===== config.mk =====
export PLATFORM = sky130hd
export DESIGN_NAME = greedy_iou_track_associator
export DESIGN_NICKNAME = d
export VERILOG_FILES = /design/src/rtl/gita_pkg.sv /design/src/rtl/greedy_iou_track_associator.sv
export SDC_FILE = /design/constraint.sdc
export NUM_CORES = 2
export LEC_CHECK = 0
export ABC_AREA = 1
export BUFFER_PORTS_ARGS = -buffer_cell sky130_fd_sc_hd__buf_4
export CORE_MARGIN = 2
export CORE_UTILIZATION = 43
export DETAILED_ROUTE_END_ITERATION = 10
export GPL_TIMING_DRIVEN = 0
export SYNTH_ARGS = -nofsm -noshare
export SYNTH_HDL_FRONTEND = slang
export SYNTH_SLANG_ARGS = --single-unit

===== constraint.sdc =====
create_clock -name clk -period 19.7 [get_ports clk]
set_input_delay 5.91 -clock clk [delete_from_list [all_inputs] [get_ports clk]]
set_output_delay 5.91 -clock clk [all_outputs]
set_load 0.03 [all_outputs]

===== src/rtl/gita_pkg.sv =====
// Shared types, constants and helpers for the greedy IoU track associator.
package gita_pkg;

	localparam int MAX_TRACKS_DEF = 8;
	localparam int MAX_BOXES_DEF  = 8;

	localparam logic [16:0] MIN_OVERLAP_RST = 17'd32768;
	localparam logic [16:0] MAX_DIST_RST    = 17'd8192;
	localparam logic [31:0] TIMEOUT_RST     = 32'd1000000;
	localparam logic [34:0] Q16_ONE         = 35'd65536;

	localparam logic [1:0] REG_MIN_OVERLAP = 2'd0;
	localparam logic [1:0] REG_MAX_DIST    = 2'd1;
	localparam logic [1:0] REG_TIMEOUT     = 2'd2;

	typedef struct packed {
		logic [15:0] cx;
		logic [15:0] cy;
		logic [15:0] w;
		logic [15:0] h;
	} box_t;

	typedef struct packed {
		logic [31:0] key;
		box_t        box;
		logic [47:0] seen;
	} track_t;

	typedef enum logic [3:0] {
		ST_IDLE,
		ST_EXP_RD,
		ST_EXP_CHK,
		ST_SCAN_INIT,
		ST_PAIR_RD,
		ST_PAIR_GEO,
		ST_PAIR_EVAL,
		ST_SCAN_END,
		ST_EM_RD,
		ST_EM_WR
	} state_t;

	// One 18-bit digit of a 35-bit value, zero extended to 36 bits.
	function automatic logic [17:0] digit18(input logic [34:0] v, input logic sel);
		logic [35:0] ext;
		ext = {1'b0, v};
		return sel ? ext[35:18] : ext[17:0];
	endfunction

endpackage


===== src/rtl/greedy_iou_track_associator.sv =====
// Greedy IoU track associator: box store, track memory and matching sequencer.
// Flow: an item without frame_end is accepted whenever the block is idle. A frame_end
// item runs expiry over every track slot, then scans the box-track pairs, an IoU pass
// and then a distance pass, then a read and a write per result, each one waiting until
// the last result is taken. The shared 18x18 multiplier and one track read port set the pace.
// Reset: asynchronous, active low; clears the track valid bits, box count, key counter
// and registers to their defaults. Stored boxes and tracks need no clearing pass.
module greedy_iou_track_associator #(
	parameter int MAX_TRACKS = gita_pkg::MAX_TRACKS_DEF,
	parameter int MAX_BOXES  = gita_pkg::MAX_BOXES_DEF
) (
	input  logic        clk,
	input  logic        arst_n,
	input  logic        in_valid,
	output logic        in_stall,
	input  logic [15:0] centre_x,
	input  logic [15:0] centre_y,
	input  logic [15:0] box_width,
	input  logic [15:0] box_height,
	input  logic [47:0] frame_time,
	input  logic        has_box,
	input  logic        frame_end,
	output logic        out_valid,
	input  logic        out_stall,
	output logic [31:0] assigned_key,
	output logic        is_new,
	output logic        table_full,
	output logic        last_result,
	input  logic        cfg_valid,
	output logic        cfg_ready,
	input  logic [1:0]  cfg_index,
	input  logic [31:0] cfg_data
);

	localparam int TW = (MAX_TRACKS > 1) ? $clog2(MAX_TRACKS) : 1;
	localparam int BW = (MAX_BOXES > 1) ? $clog2(MAX_BOXES) : 1;
	localparam int CW = $clog2(MAX_BOXES + 1);
	localparam logic [TW-1:0] T_LAST = TW'(MAX_TRACKS - 1);

	// Configuration registers. Writes are only expected while the block is idle.
	logic [16:0] min_overlap_q, max_dist_q;
	logic [31:0] timeout_q;

	// Control state.
	gita_pkg::state_t state_q, state_d;
	logic [MAX_TRACKS-1:0] trk_valid_q, trk_matched_q;
	logic [MAX_BOXES-1:0]  box_matched_q;
	logic [TW-1:0]         box_track_q [MAX_BOXES];
	logic [CW-1:0]         box_count_q;
	logic [31:0]           next_key_q;
	logic [TW-1:0]         t_q, bt_q;
	logic [BW-1:0]         r_q, br_q;
	logic                  pass2_q, found_q;
	logic [3:0]            k_q;
	logic                  out_valid_q;

	// Datapath registers.
	logic [47:0] now_q;
	logic [16:0] ix_q, iy_q, awa_q, aha_q, awb_q, ahb_q;
	logic [15:0] dx_q, dy_q;
	logic [33:0] inter_q, area_a_q, area_b_q;
	logic [34:0] num_q, den_q, bn_q, bd_q, best_q;
	logic signed [73:0] acc_q;
	logic [31:0] key_q;
	logic        new_q, full_q, last_q;

	// Memories: frame box store and track table, both with registered reads.
	gita_pkg::box_t   box_mem [MAX_BOXES];
	gita_pkg::track_t trk_mem [MAX_TRACKS];
	gita_pkg::box_t   box_rd_q;
	gita_pkg::track_t trk_rd_q;
	logic [TW-1:0]    trk_raddr;
	logic             box_we, trk_we;
	logic [TW-1:0]    trk_waddr;
	gita_pkg::track_t trk_wdata;

	logic in_acc, out_acc;
	assign in_acc  = in_valid && !in_stall;
	assign out_acc = out_valid_q && !out_stall;

	// Pair bookkeeping for the scans.
	logic r_last, pair_last, pair_ok;
	assign r_last    = (CW'(r_q) + CW'(1)) == box_count_q;
	assign pair_last = r_last && (t_q == T_LAST);
	assign pair_ok   = !box_matched_q[r_q] && trk_valid_q[t_q] && !trk_matched_q[t_q];

	logic eval_done;
	assign eval_done = pass2_q ? (k_q == 4'd2) : (k_q == 4'd12);

	// Lowest free track slot.
	logic          free_found;
	logic [TW-1:0] free_idx;
	always_comb begin
		free_found = 1'b0;
		free_idx   = '0;
		for (int i = MAX_TRACKS - 1; i >= 0; i--) begin
			if (!trk_valid_q[i]) begin
				free_found = 1'b1;
				free_idx   = TW'(i);
			end
		end
	end

	// Box geometry in doubled units, so half sizes stay exact.
	logic signed [18:0] ax0, ax1, ay0, ay1, bx0, bx1, by0, by1;
	logic signed [18:0] lox, hix, loy, hiy, spx, spy;
	logic signed [16:0] cdx, cdy;
	always_comb begin
		ax0 = $signed({2'b00, box_rd_q.cx, 1'b0}) - $signed({3'b000, box_rd_q.w});
		ax1 = $signed({2'b00, box_rd_q.cx, 1'b0}) + $signed({3'b000, box_rd_q.w});
		ay0 = $signed({2'b00, box_rd_q.cy, 1'b0}) - $signed({3'b000, box_rd_q.h});
		ay1 = $signed({2'b00, box_rd_q.cy, 1'b0}) + $signed({3'b000, box_rd_q.h});
		bx0 = $signed({2'b00, trk_rd_q.box.cx, 1'b0}) - $signed({3'b000, trk_rd_q.box.w});
		bx1 = $signed({2'b00, trk_rd_q.box.cx, 1'b0}) + $signed({3'b000, trk_rd_q.box.w});
		by0 = $signed({2'b00, trk_rd_q.box.cy, 1'b0}) - $signed({3'b000, trk_rd_q.box.h});
		by1 = $signed({2'b00, trk_rd_q.box.cy, 1'b0}) + $signed({3'b000, trk_rd_q.box.h});
		lox = (ax0 > bx0) ? ax0 : bx0;
		hix = (ax1 < bx1) ? ax1 : bx1;
		loy = (ay0 > by0) ? ay0 : by0;
		hiy = (ay1 < by1) ? ay1 : by1;
		spx = hix - lox;
		spy = hiy - loy;
		cdx = $signed({1'b0, box_rd_q.cx}) - $signed({1'b0, trk_rd_q.box.cx});
		cdy = $signed({1'b0, box_rd_q.cy}) - $signed({1'b0, trk_rd_q.box.cy});
	end

	// The shared 18x18 multiplier. The fraction compare runs as eight partial
	// products accumulated into acc_q: num*bd minus bn*den.
	logic [17:0] mul_a, mul_b;
	logic [35:0] pp;
	logic [1:0]  k_lo;
	assign k_lo = k_q[1:0];
	always_comb begin
		mul_a = '0;
		mul_b = '0;
		if (state_q == gita_pkg::ST_SCAN_INIT) begin
			mul_a = {1'b0, max_dist_q};
			mul_b = {1'b0, max_dist_q};
		end else if (state_q == gita_pkg::ST_PAIR_EVAL) begin
			if (pass2_q) begin
				mul_a = {2'b00, (k_q == 4'd0) ? dx_q : dy_q};
				mul_b = {2'b00, (k_q == 4'd0) ? dx_q : dy_q};
			end else begin
				case (k_q)
					4'd0: begin
						mul_a = {1'b0, ix_q};
						mul_b = {1'b0, iy_q};
					end
					4'd1: begin
						mul_a = {1'b0, awa_q};
						mul_b = {1'b0, aha_q};
					end
					4'd2: begin
						mul_a = {1'b0, awb_q};
						mul_b = {1'b0, ahb_q};
					end
					4'd4, 4'd5, 4'd6, 4'd7: begin
						mul_a = gita_pkg::digit18(num_q, k_lo[1]);
						mul_b = gita_pkg::digit18(bd_q, k_lo[0]);
					end
					4'd8, 4'd9, 4'd10, 4'd11: begin
						mul_a = gita_pkg::digit18(bn_q, k_lo[1]);
						mul_b = gita_pkg::digit18(den_q, k_lo[0]);
					end
					default: begin
						mul_a = '0;
						mul_b = '0;
					end
				endcase
			end
		end
	end
	assign pp = mul_a * mul_b;

	logic signed [73:0] term;
	always_comb begin
		case ({1'b0, k_lo[1]} + {1'b0, k_lo[0]})
			2'd0:    term = $signed(74'(pp));
			2'd1:    term = $signed(74'(pp) << 18);
			default: term = $signed(74'(pp) << 36);
		endcase
	end

	logic [34:0] uni, dsum;
	logic        iou_better, dist_better;
	assign uni  = {1'b0, area_a_q} + {1'b0, area_b_q} - {1'b0, inter_q};
	assign dsum = {1'b0, inter_q} + {1'b0, area_a_q};
	assign iou_better  = found_q ? (acc_q > 0) : !acc_q[73];
	assign dist_better = found_q ? (dsum < best_q) : (dsum <= best_q);

	logic expire;
	assign expire = trk_valid_q[t_q] && (now_q > trk_rd_q.seen)
		&& ((now_q - trk_rd_q.seen) > {16'd0, timeout_q});

	// Next state.
	always_comb begin
		state_d = state_q;
		case (state_q)
			gita_pkg::ST_IDLE:
				if (in_acc && frame_end) begin
					state_d = gita_pkg::ST_EXP_RD;
				end
			gita_pkg::ST_EXP_RD:
				state_d = gita_pkg::ST_EXP_CHK;
			gita_pkg::ST_EXP_CHK:
				if (t_q != T_LAST) begin
					state_d = gita_pkg::ST_EXP_RD;
				end else if (box_count_q == '0) begin
					state_d = gita_pkg::ST_IDLE;
				end else begin
					state_d = gita_pkg::ST_SCAN_INIT;
				end
			gita_pkg::ST_SCAN_INIT:
				state_d = gita_pkg::ST_PAIR_RD;
			gita_pkg::ST_PAIR_RD:
				if (pair_ok) begin
					state_d = gita_pkg::ST_PAIR_GEO;
				end else if (pair_last) begin
					state_d = gita_pkg::ST_SCAN_END;
				end
			gita_pkg::ST_PAIR_GEO:
				state_d = gita_pkg::ST_PAIR_EVAL;
			gita_pkg::ST_PAIR_EVAL:
				if (eval_done) begin
					state_d = pair_last ? gita_pkg::ST_SCAN_END : gita_pkg::ST_PAIR_RD;
				end
			gita_pkg::ST_SCAN_END:
				if (found_q || !pass2_q) begin
					state_d = gita_pkg::ST_SCAN_INIT;
				end else begin
					state_d = gita_pkg::ST_EM_RD;
				end
			gita_pkg::ST_EM_RD:
				if (!out_valid_q) begin
					state_d = gita_pkg::ST_EM_WR;
				end
			gita_pkg::ST_EM_WR:
				state_d = r_last ? gita_pkg::ST_IDLE : gita_pkg::ST_EM_RD;
			default:
				state_d = gita_pkg::ST_IDLE;
		endcase
	end

	// Outputs and memory strobes.
	always_comb begin
		in_stall  = (state_q != gita_pkg::ST_IDLE);
		cfg_ready = 1'b1;
		box_we    = in_acc && has_box && (box_count_q < CW'(MAX_BOXES));
		trk_raddr = (state_q == gita_pkg::ST_EM_RD) ? box_track_q[r_q] : t_q;
		trk_we    = 1'b0;
		trk_waddr = free_idx;
		trk_wdata = '{key: next_key_q, box: box_rd_q, seen: now_q};
		if (state_q == gita_pkg::ST_EM_WR) begin
			if (box_matched_q[r_q]) begin
				trk_we    = 1'b1;
				trk_waddr = box_track_q[r_q];
				trk_wdata = '{key: trk_rd_q.key, box: box_rd_q, seen: now_q};
			end else begin
				trk_we = free_found;
			end
		end
	end

	assign out_valid    = out_valid_q;
	assign assigned_key = key_q;
	assign is_new       = new_q;
	assign table_full   = full_q;
	assign last_result  = last_q;

	// Memories.
	always_ff @(posedge clk) begin
		if (box_we) begin
			box_mem[box_count_q[BW-1:0]] <= '{cx: centre_x, cy: centre_y,
				w: box_width, h: box_height};
		end
		if (trk_we) begin
			trk_mem[trk_waddr] <= trk_wdata;
		end
		box_rd_q <= box_mem[r_q];
		trk_rd_q <= trk_mem[trk_raddr];
	end

	// Control registers.
	always_ff @(posedge clk or negedge arst_n) begin
		if (!arst_n) begin
			state_q       <= gita_pkg::ST_IDLE;
			min_overlap_q <= gita_pkg::MIN_OVERLAP_RST;
			max_dist_q    <= gita_pkg::MAX_DIST_RST;
			timeout_q     <= gita_pkg::TIMEOUT_RST;
			trk_valid_q   <= '0;
			trk_matched_q <= '0;
			box_matched_q <= '0;
			box_count_q   <= '0;
			next_key_q    <= 32'd1;
			t_q           <= '0;
			r_q           <= '0;
			bt_q          <= '0;
			br_q          <= '0;
			pass2_q       <= 1'b0;
			found_q       <= 1'b0;
			k_q           <= '0;
			out_valid_q   <= 1'b0;
		end else begin
			state_q <= state_d;
			if (cfg_valid && cfg_ready) begin
				case (cfg_index)
					gita_pkg::REG_MIN_OVERLAP: min_overlap_q <= cfg_data[16:0];
					gita_pkg::REG_MAX_DIST:    max_dist_q    <= cfg_data[16:0];
					gita_pkg::REG_TIMEOUT:     timeout_q     <= cfg_data;
					default:                   ;
				endcase
			end
			if (out_acc) begin
				out_valid_q <= 1'b0;
			end
			if (box_we) begin
				box_count_q <= box_count_q + CW'(1);
			end
			case (state_q)
				gita_pkg::ST_IDLE: begin
					t_q           <= '0;
					pass2_q       <= 1'b0;
					trk_matched_q <= '0;
					box_matched_q <= '0;
				end
				gita_pkg::ST_EXP_CHK: begin
					if (expire) begin
						trk_valid_q[t_q] <= 1'b0;
					end
					t_q <= (t_q == T_LAST) ? '0 : t_q + TW'(1);
					if (t_q == T_LAST && box_count_q == '0) begin
						box_count_q <= '0;
					end
				end
				gita_pkg::ST_SCAN_INIT: begin
					t_q     <= '0;
					r_q     <= '0;
					found_q <= 1'b0;
					k_q     <= '0;
				end
				gita_pkg::ST_PAIR_RD:
					if (!pair_ok) begin
						if (t_q == T_LAST) begin
							t_q <= '0;
							r_q <= r_q + BW'(1);
						end else begin
							t_q <= t_q + TW'(1);
						end
					end
				gita_pkg::ST_PAIR_EVAL: begin
					if (eval_done) begin
						k_q <= '0;
						if (pass2_q ? dist_better : iou_better) begin
							found_q <= 1'b1;
							br_q    <= r_q;
							bt_q    <= t_q;
						end
						if (t_q == T_LAST) begin
							t_q <= '0;
							r_q <= r_q + BW'(1);
						end else begin
							t_q <= t_q + TW'(1);
						end
					end else begin
						k_q <= k_q + 4'd1;
					end
				end
				gita_pkg::ST_SCAN_END: begin
					r_q <= '0;
					if (found_q) begin
						box_matched_q[br_q] <= 1'b1;
						trk_matched_q[bt_q] <= 1'b1;
					end else begin
						pass2_q <= 1'b1;
					end
				end
				gita_pkg::ST_EM_WR: begin
					out_valid_q <= 1'b1;
					r_q         <= r_q + BW'(1);
					if (!box_matched_q[r_q] && free_found) begin
						trk_valid_q[free_idx] <= 1'b1;
						next_key_q <= (next_key_q == '1) ? 32'd1 : next_key_q + 32'd1;
					end
					if (r_last) begin
						box_count_q <= '0;
					end
				end
				default: ;
			endcase
		end
	end

	// Datapath registers, no reset needed.
	always_ff @(posedge clk) begin
		if (in_acc && frame_end) begin
			now_q <= frame_time;
		end
		case (state_q)
			gita_pkg::ST_SCAN_INIT: begin
				bn_q   <= {18'd0, min_overlap_q};
				bd_q   <= gita_pkg::Q16_ONE;
				best_q <= pp[34:0];
			end
			gita_pkg::ST_SCAN_END:
				if (found_q) begin
					box_track_q[br_q] <= bt_q;
				end
			gita_pkg::ST_PAIR_GEO: begin
				ix_q  <= spx[18] ? '0 : spx[16:0];
				iy_q  <= spy[18] ? '0 : spy[16:0];
				awa_q <= {box_rd_q.w, 1'b0};
				aha_q <= {box_rd_q.h, 1'b0};
				awb_q <= {trk_rd_q.box.w, 1'b0};
				ahb_q <= {trk_rd_q.box.h, 1'b0};
				dx_q  <= cdx[16] ? 16'(-cdx) : cdx[15:0];
				dy_q  <= cdy[16] ? 16'(-cdy) : cdy[15:0];
			end
			gita_pkg::ST_PAIR_EVAL:
				if (pass2_q) begin
					case (k_q)
						4'd0: inter_q  <= pp[33:0];
						4'd1: area_a_q <= pp[33:0];
						default:
							if (dist_better) begin
								best_q <= dsum;
							end
					endcase
				end else begin
					case (k_q)
						4'd0: inter_q  <= pp[33:0];
						4'd1: area_a_q <= pp[33:0];
						4'd2: area_b_q <= pp[33:0];
						4'd3: begin
							acc_q <= '0;
							if (uni == '0) begin
								num_q <= '0;
								den_q <= 35'd1;
							end else begin
								num_q <= {1'b0, inter_q};
								den_q <= uni;
							end
						end
						4'd4, 4'd5, 4'd6, 4'd7:  acc_q <= acc_q + term;
						4'd8, 4'd9, 4'd10, 4'd11: acc_q <= acc_q - term;
						default:
							if (iou_better) begin
								bn_q <= num_q;
								bd_q <= den_q;
							end
					endcase
				end
			gita_pkg::ST_EM_WR: begin
				last_q <= r_last;
				if (box_matched_q[r_q]) begin
					key_q  <= trk_rd_q.key;
					new_q  <= 1'b0;
					full_q <= 1'b0;
				end else if (free_found) begin
					key_q  <= next_key_q;
					new_q  <= 1'b1;
					full_q <= 1'b0;
				end else begin
					key_q  <= '0;
					new_q  <= 1'b0;
					full_q <= 1'b1;
				end
			end
			default: ;
		endcase
	end

	// A result only appears from the emit step.
	assert property (@(posedge clk) disable iff (!arst_n)
		$rose(out_valid_q) |-> $past(state_q == gita_pkg::ST_EM_WR))
		else $error("result raised outside emit");

	// The box store never holds more than its depth.
	assert property (@(posedge clk) disable iff (!arst_n)
		box_count_q <= CW'(MAX_BOXES))
		else $error("box count overflow");

	// Key zero is reserved for a full table.
	assert property (@(posedge clk) disable iff (!arst_n)
		next_key_q != 32'd0)
		else $error("next key is zero");

	// A new track is never reported together with a full table.
	assert property (@(posedge clk) disable iff (!arst_n)
		out_valid_q |-> !(new_q && full_q))
		else $error("new and full both set");

endmodule


==> impl_metrics.csv <==
group,metric,value,unit
global_routing,grt_pass1_wl,680900,um
logic_synthesis,synth.avg_cell_area,9.570,um^2
sta,min_period,15.84,ns
cts,clkSinkCount,2607,
global_routing,grt_max_degree,83,
critical_path,critPathBufInv,12,
logic_synthesis,ys_seq_area_frac,0.5361,
drt,drt_iter0_drc,10900,
cts,cts_resized,0,
cts,cts-root-buf,"clkbuf_16",
place,io_buffers,189,
cells_and_area,drive_above_1_share,0.06774,
run_status,violations,"max-capacitance violations, max-slew violations",
cts,cts_setup_buffers,0,
critical_path,reg2reg_to,"acc_q[73]",
floorplan,dieHeight,576.2,um
floorplan,io_pins,191,
floorplan,coreArea,326600,um^2
logic_synthesis,synth_edf_count,2250,
critical_path,path_common_cell,"nand2_1",
cells_and_area,final_nets,16420,
critical_path,path_depth,50,
drt,drt-total-wl,464500,um
sta,hold_viol,0,
drt,drtPass1Iterations,6,
cts,path_clk_slew,0.06,ns
cells_and_area,layout_common_cells,"2434 x nor2_1, 2250 x edfxtp_1, 2160 x nand2_1, 1774 x inv_1, 1432 x o21ai_0",
cells_and_area,area_delta_synth_final,13.04,%
sta,setup_violations,0,
cts,hold_buffers,0,
global_routing,grt_overflow,0,
logic_synthesis,syn_nets,15840,
floorplan,initial_core_util,0.4310,
floorplan,die_x,576.2,um
drt,ant_nets,0,
drt,vias,108300,
critical_path,end_kind,"flip-flop",
critical_path,slowest_stage,"xor2_1",
logic_synthesis,netlist.top_cell.by_area,"edfxtp_1",
critical_path,cp_data_arrival_time,16.44,ns
cts,cts_tree,"done",
critical_path,crit_path_max_incr_delay,0.97,ns
pwr,power_density,71.95,nW/um^2
logic_synthesis,synth.cell_area,140800,um^2
cts,numCtsBuffers,282,
run_status,status,"complete, but fails checks",
sta,rsz0062_at_grt,"no",
cells_and_area,layout_commonest_cell,"nor2_1",
critical_path,ff2ff_path_depth,50,
pwr,power_leakage,63.43,nW
sta,fin_setup_tns,0,ns
critical_path,cp-endpoint,"acc_q[73]",
floorplan,rows,210,
critical_path,worstReg2RegStart,"k_q[1]",
logic_synthesis,ys_warn_count,0,
logic_synthesis,ys.flop_type,"edfxtp_1",
cts,clock_path_buffers,4,
logic_synthesis,ys_ff_latch,2607,
logic_synthesis,synth.top_cell.area_share,0.4800,
critical_path,startpoint_type,"flip-flop",
drt,drc_errors,0,
sta,period_share,0.8040,
logic_synthesis,yosys-top-cells-area,"edfxtp_1 48%, nor2_1 6.5%, ha_1 6.0%",
critical_path,reg2reg_slack,3.86,ns
critical_path,startpoint,"k_q[1]",
drt,wl_per_cell,23.37,um
sta,slew-limit-headroom,-0.03447,
global_routing,grtUsageTotal,0.2745,
sta,slew_viol_final,4,
sta,fin_skew,0.08182,ns
place,hpwlAfterDp,356800,um
global_routing,grt_pass1_vias,104300,
cts,insertion_delay,0.91,ns
cts,h-tree-depth,5,
logic_synthesis,yosysUniqueCellTypes,71,
place,place_inst,19350,
sta,fmax,63.14,MHz
global_routing,antenna_found_initial,24,
logic_synthesis,synthCells,14710,
place,routabilityCongestion,0.9865,
floorplan,die-area,331900,um^2
min_path,holdCritPathClass,"reg -> reg",
sta,tightestPinTransition,1.535,ns
drt,vias_per_cell,5.450,
logic_synthesis,ys_async_sr_fraction,0.05715,
critical_path,worstPathMaxFanout,13,
critical_path,required,20.31,ns
critical_path,path_delay_family,"adder cells",
pwr,power.total,11.45,mW
flow_run,maxCapViolCount,2,
critical_path,critical_path_class,"reg -> reg",
pwr,ir_drop,0.00007789,V
sta,timing.hold.ws,0.4859,ns
cells_and_area,instances_no_fill,19870,
-- Yosys cell counts (all sizes together) (112+ instances only) --
library cell,n
xor2,292
nand2,2195
o22ai,217
nor2,2487
fa,305
inv,1806
a21oi,685
nand4,112
buf,140
edfxtp,2250
dfrtp,139
clkbuf,389
nor3,124
nand3,385
a31oi,267
ha,674
dfxtp,208
o21ai,1465
-- worst min-delay path: cells and delay by family, from the launching register on --
kind | cells | cell delay (ns)
flip-flops | 1 | 0.34
AO/OA/AOI/OAI | 1 | 0.06
AND/OR/NAND/NOR | 1 | 0.05
-- worst min-delay path by stage --
stage                        to  slack, ns  depth (start not counted)             start
4_1_cts           timeout_q[10]       0.49                          2     timeout_q[10]
3_5_place_dp      timeout_q[10]       0.47                          2     timeout_q[10]
3_3_place_gp            pass2_q       0.47                          1           found_q
5_1_grt                 pass2_q       0.50                          1           found_q
6_report       min_overlap_q[9]       0.49                          2  min_overlap_q[9]
2_1_floorplan         ahb_q[10]       0.44                          0      trk_rd_q[57]
-- registers in the layout, indices dropped and copies added, names as in the netlist, 17 cells and up --
| signal | count |
|---|---|
| next_key_q | 32 |
| timeout_q | 32 |
| box_mem | 512 |
| acc_q | 74 |
| best_q | 35 |
| assigned_key | 32 |
| num_q | 34 |
| ix_q | 17 |
| area_b_q | 34 |
| den_q | 35 |
| max_dist_q | 17 |
| min_overlap_q | 17 |
| inter_q | 34 |
| box_track_q | 24 |
| bd_q | 35 |
| trk_mem | 1152 |
| now_q | 48 |
| box_rd_q | 64 |
| trk_rd_q | 144 |
| iy_q | 17 |
| area_a_q | 34 |
| bn_q | 34 |
-- where the power goes --
| part | switching (mW) | internal (mW) |
|---|---|---|
| Sequential | 0.0142 | 5.96 |
| Clock | 2.24 | 3.13 |
| Combinational | 0.0679 | 0.0418 |
| Total | 2.32 | 9.13 |
-- kinds of logic (layout without fill, tap and decap cells) --
family	after synthesis	after routing	synth area share
compound gates	2945	2945	0.1157
xor+xnor	382	382	0.02382
fa+ha+maj	979	979	0.1033
buf+inv	2349	3155	0.06361
flops	2607	2607	0.5361
other cells	1	13	0.00002664
simple gates	5446	5446	0.1574
-- layout make-up --
type / instances / area (um^2)
fill: 30610 / 167500
multi-input combinational: 9753 / 56530
clock inverter: 136 / 1395
sequential: 2607 / 75470
buffer: 529 / 2126
antenna: 12 / 30.03
timing repair buffer: 293 / 3413
inverter: 1820 / 6835
tap: 4346 / 5438
clock buffer: 377 / 7888
-- stage by stage --
step,area (um^2),util,setup slack (ns)
floorplan,140800,-,8.476
global placement,147600,0.4520,3.479
detailed placement,149800,0.4586,4.316
CTS,159100,0.4871,4.269
global route,159100,0.4872,3.358
finish,159100,0.4872,3.861
-- layer usage --
metal | vias to the layer above | track usage | part of all wire
met3 | 705 | 0.03422 | 0.071
met2 | 4119 | 0.4497 | 0.47
li1 | 50930 | - | -
met1 | 52540 | 0.3698 | 0.42
met4 | 4 | 0.1115 | 0.045
met5 | - | 0 | 0.000058
Power figures use the tool's default switching activity.
